==> src/hdl/rrt_div.sv <==
// Restoring divider, one quotient bit per cycle.
// Depends on nothing but its parameters.
module rrt_div #(
    parameter int W = 64
) (
    input  logic         i_clk,
    input  logic         i_rst_n,
    input  logic         i_start,
    input  logic [W-1:0] i_num,
    input  logic [W-1:0] i_den,
    output logic         o_done,
    output logic [W-1:0] o_quo
);
    localparam int CW = $clog2(W + 1);
    logic [W-1:0]  r_quo, n_quo;
    logic [W:0]    r_rem, n_rem;
    logic [W-1:0]  r_den;
    logic [CW-1:0] r_cnt;
    logic          r_busy;
    logic [W:0]    w_sh;

    always_comb begin
        w_sh  = {r_rem[W-1:0], r_quo[W-1]};
        n_quo = {r_quo[W-2:0], 1'b0};
        n_rem = w_sh;
        if (w_sh >= {1'b0, r_den}) begin
            n_rem    = w_sh - {1'b0, r_den};
            n_quo[0] = 1'b1;
        end
    end

    always_ff @(posedge i_clk) begin
        if (!i_rst_n) begin
            r_busy <= 1'b0;
            o_done <= 1'b0;
        end else begin
            o_done <= 1'b0;
            if (i_start) begin
                r_busy <= 1'b1;
                r_cnt  <= CW'(W);
                r_quo  <= i_num;
                r_rem  <= '0;
                r_den  <= i_den;
            end else if (r_busy) begin
                r_quo <= n_quo;
                r_rem <= n_rem;
                r_cnt <= r_cnt - 1'b1;
                if (r_cnt == CW'(1)) begin
                    r_busy <= 1'b0;
                    o_done <= 1'b1;
                end
            end
        end
    end
    assign o_quo = r_quo;
endmodule

==> config.mk <==
export PLATFORM = sky130hd
export DESIGN_NAME = rrt_div
export DESIGN_NICKNAME = d
export VERILOG_FILES = /design/src/hdl/rrt_div.sv
export SDC_FILE = /design/constraint.sdc
export NUM_CORES = 1
export LEC_CHECK = 0
export ABC_CLOCK_PERIOD_IN_PS = 6580
export BUFFER_PORTS_ARGS = -buffer_cell sky130_fd_sc_hd__buf_2
export CORE_MARGIN = 3
export CORE_UTILIZATION = 35
export DETAILED_ROUTE_END_ITERATION = 8
export GPL_TIMING_DRIVEN = 0
export HOLD_SLACK_MARGIN = 0.12
export SLEW_MARGIN = 20
export SYNTH_ARGS = -nofsm -noshare
export SYNTH_HDL_FRONTEND = slang
export SYNTH_SLANG_ARGS = --single-unit
==> constraint.sdc <==
create_clock -name i_clk -period 6.58 [get_ports i_clk]
set_input_delay 0.658 -clock i_clk [delete_from_list [all_inputs] [get_ports i_clk]]
set_output_delay 0.658 -clock i_clk [all_outputs]
set_load 0.01 [all_outputs]
==> flow_summary_export.csv <==
group,metric,value,unit
run_status,outcome,"finished clean",
logic_synthesis,synthCells,1142,
layout,final_area,14500,um^2
clock_network,cts_hold_repair.buffers,0,
layout,post_route_cells_drive_above_1_share,25.0,%
logic_synthesis,async_reset_ff_share,0,%
sta,fmaxAchievable,0.249,GHz
global_routing,grt_max_degree,51,
clock_network,cts.clk_slew.worst_paths,0.06,ns
global_routing,top_usage_layer,"met2",
route,drc,0,
global_routing,gr-usage-met2,30.1,%
layout,area_delta_synth_final,20.2,%
global_routing,use_met1,22.6,%
sta,slew_headroom,26.9,%
die,start_util,35.8,%
setup_path,worst_r2r_startpoint,"r_rem[0]$_SDFFCE_PP0P_",
clock_network,h-tree-depth,1,
power,p_leak,5.98,nW
die,core.rowCount,67,
global_routing,grt-ovfl-total,0,
clock_network,cts_tree,"done",
setup_path,worst_r2r_path_depth,10,
logic_synthesis,syn_area,12100,um^2
sta,finalCriticalPeriod,4.01,ns
logic_synthesis,synth-edff-count,199,
logic_synthesis,post_synth_top_cells,"edfxtp_1 (199), nand2_1 (121), a21oi_1 (116)",
clock_network,cts_root_buffer,"clkbuf_16",
placed_design,placedInstanceArea,13700,um^2
logic_synthesis,cell_variety_after_synth,77,
die,die_area,36800,um^2
die,die_width,192,um
placed_design,port-buffer-count,194,
logic_synthesis,post-synth-top-count-cell,"edfxtp_1",
worst_hold_path,min_delay_path_class,"in2reg",
die,dieHeight,192,um
route,route.final.wire_length,32800,um
global_routing,number_of_global_route_vias_before_repair,9811,
logic_synthesis,synth_top_cell_area_share,49.4,%
clock_network,post_cts_buffers,0,
layout,final_core_util,43.1,%
global_routing,grt_util_met3,4.91,%
logic_synthesis,synth_area_leader_cell,"edfxtp_1",
placed_design,hpwl,24500,um
setup_path,rrSetupSlack,2.57,ns
logic_synthesis,ys_warns,0,
layout,fill_cells,3335,
clock_network,clkSinkCount,201,
clock_network,cts_inserted_buffers,25,
job,cap_violations,0,
logic_synthesis,avgSynthCellArea,10.6,um^2
power,fin_total_pwr,4.06,mW
logic_synthesis,post_synthesis_sequential_area_ratio,49.7,%
clock_network,cts_buffer_depth,3,
sta,timing_worst_slew_pin_value,1.09,ns
layout,nets,1564,
route,detail_route.iter0.violations,557,
global_routing,grt_antenna_before_repair,1,
setup_path,timing.critical_path.to_type,"flop",
clock_network,ctsResizeCount,0,
worst_hold_path,worstHoldEndpoint,"r_den[5]$_DFFE_PP_",
setup_path,worstSetupPathType,"reg2reg",
die,floorplan.io_pins,196,
sta,final_max_slew_viol_count,0,
logic_synthesis,ys_top_cells_by_area,"edfxtp_1 (49%), ha_1 (6.8%), mux2_2 (5.9%)",
sta,setup-tns-final,0,ns
sta,report.final.hold_viol_count,0,
route,postRouteAntennaNets,0,
route,dr_total_vias,9442,
setup_path,worst-endpoint-required,6.98,ns
route,first_pass_iters,5,
worst_hold_path,hold_path_startpoint,"i_den[5]",
logic_synthesis,yosys_register_bits,201,
layout,insertedDiodeCount,0,
worst_hold_path,worst_hold_path.num_cells,1,
die,core,33800,um^2
power,ir_worst_vdd,0.197,mV
sta,finalSetupViolCount,0,
clock_network,clkLatencyLatePin,0.54,ns
global_routing,grt_pass1_wl,52000,um
setup_path,crit_arrival,4.41,ns
setup_path,regToRegEndpoint,"r_rem[49]$_SDFFCE_PP0P_",
logic_synthesis,synth_top_flop_cell,"edfxtp_1",
placed_design,place_congestion,0.879,
route,post_dr_wirelength_cell,17.9,um
sta,final.period_utilization,60.9,%
global_routing,overall_global_routing_resource_usage,17.7,%
sta,clock-skew-final,0.00896,ns
route,vias_per_cell,5.15,
sta,grt_setup_unrepaired,"false",
logic_synthesis,synth.net_count,1340,
power,pwr_density_cell,279,nW/um^2
setup_path,critPathMaxFanout,9,
setup_path,category_of_the_worst_setup_path_launch_point,"flop",
==> area by class of cell <==
type / instances / area, um^2 / area share [%]
clock buffers: 27 / 633 / 4.35
multi-input cells: 801 / 5530 / 38.0
clock inverters: 19 / 195 / 1.34
plain buffers: 59 / 263 / 1.81
inverters: 81 / 304 / 2.09
flip-flops and latches: 201 / 6020 / 41.4
repair buffers: 197 / 1050 / 7.19
well taps: 448 / 561 / 3.85
==> flip-flops by register name (all words and copies together), names as in the netlist <==
signal,count
r_cnt,7
r_den,64
r_busy,1
r_rem,64
o_done,1
o_quo,64
==> layout by cell type, fill, tap and decap left out, types with 5 or more instances in the layout <==
cell type  instances
a211oi_1          23
a21o_1            36
a21oi_1          116
a22o_1             7
a31oi_1            9
and3_1             8
buf_2            208
buf_4              6
clkbuf_1          38
clkbuf_16         25
clkinv_2           7
edfxtp_1         199
ha_1              66
inv_1             81
mux2_2            63
nand2_1          121
nand2b_1           7
nand3_1           16
nand4_1           23
nor2_1            71
nor2b_1            5
nor3_1            13
o211ai_1           6
o21a_1            15
o21ai_0           44
o21bai_1           7
o31ai_1            7
xnor2_1           36
xor2_1            25
==> cell families after synthesis <==
logic type	after synthesis	share of synthesized area, %
buffers and inverters	140	4.68
AO/OA/AOI/OAI	315	16.9
multiplexers	67	6.19
XOR/XNOR	61	4.42
flip-flops	201	49.7
adder cells (fa/ha/maj)	67	6.99
AND/OR/NAND/NOR	291	11.1
==> stage by stage <==
step / setup WS (ns) / hold slack (ns) / std cells
2_1_floorplan: 2.05 / 0.415 / 1142
3_3_place_gp: 0.233 / 0.422 / 1784
3_5_place_dp: 2.57 / 0.453 / 1787
4_1_cts: 2.56 / 0.254 / 1833
5_1_grt: 2.24 / 0.261 / 1833
6_report: 2.57 / 0.288 / 1833
==> power breakdown <==
part           internal, mW  switching (mW)  total, mW
Combinational         0.430           0.653       1.08
Sequential             1.55          0.0511       1.60
Clock                 0.820           0.559       1.38
==> critical path, stage by stage (launching register included) <==
cell and delay (ns):
edfxtp_1 0.44, ha_1 0.33, nor2b_1 0.14, o31ai_1 0.55, a21oi_2 0.17, o21ai_2 0.33
o21ai_2 0.22, a31oi_2 0.37, o21ai_2 0.17, nor2_1 0.85, a22o_1 0.29
==> routing by layer <==
layer,share of wire (%),vias up
li1,-,4663
met1,45,4457
met2,46,279
met3,7.1,41
met4,1.9,2
met5,0.061,-
==> how the worst max path moves through the flow <==
stage / slack (ns) / from / end
2_1_floorplan: 2.05 / i_start / o_quo[0]$_DFFE_PP_
3_5_place_dp: 2.57 / r_rem[0]$_SDFFCE_PP0P_ / o_quo[0]$_DFFE_PP_
4_1_cts: 2.56 / r_rem[0]$_SDFFCE_PP0P_ / o_quo[0]$_DFFE_PP_
6_report: 2.57 / r_rem[0]$_SDFFCE_PP0P_ / r_rem[49]$_SDFFCE_PP0P_
5_1_grt: 2.24 / r_rem[0]$_SDFFCE_PP0P_ / o_quo[0]$_DFFE_PP_
3_3_place_gp: 0.23 / i_start / r_rem[19]$_SDFFCE_PP0P_
No activity file was read; power rests on OpenSTA's default activity.
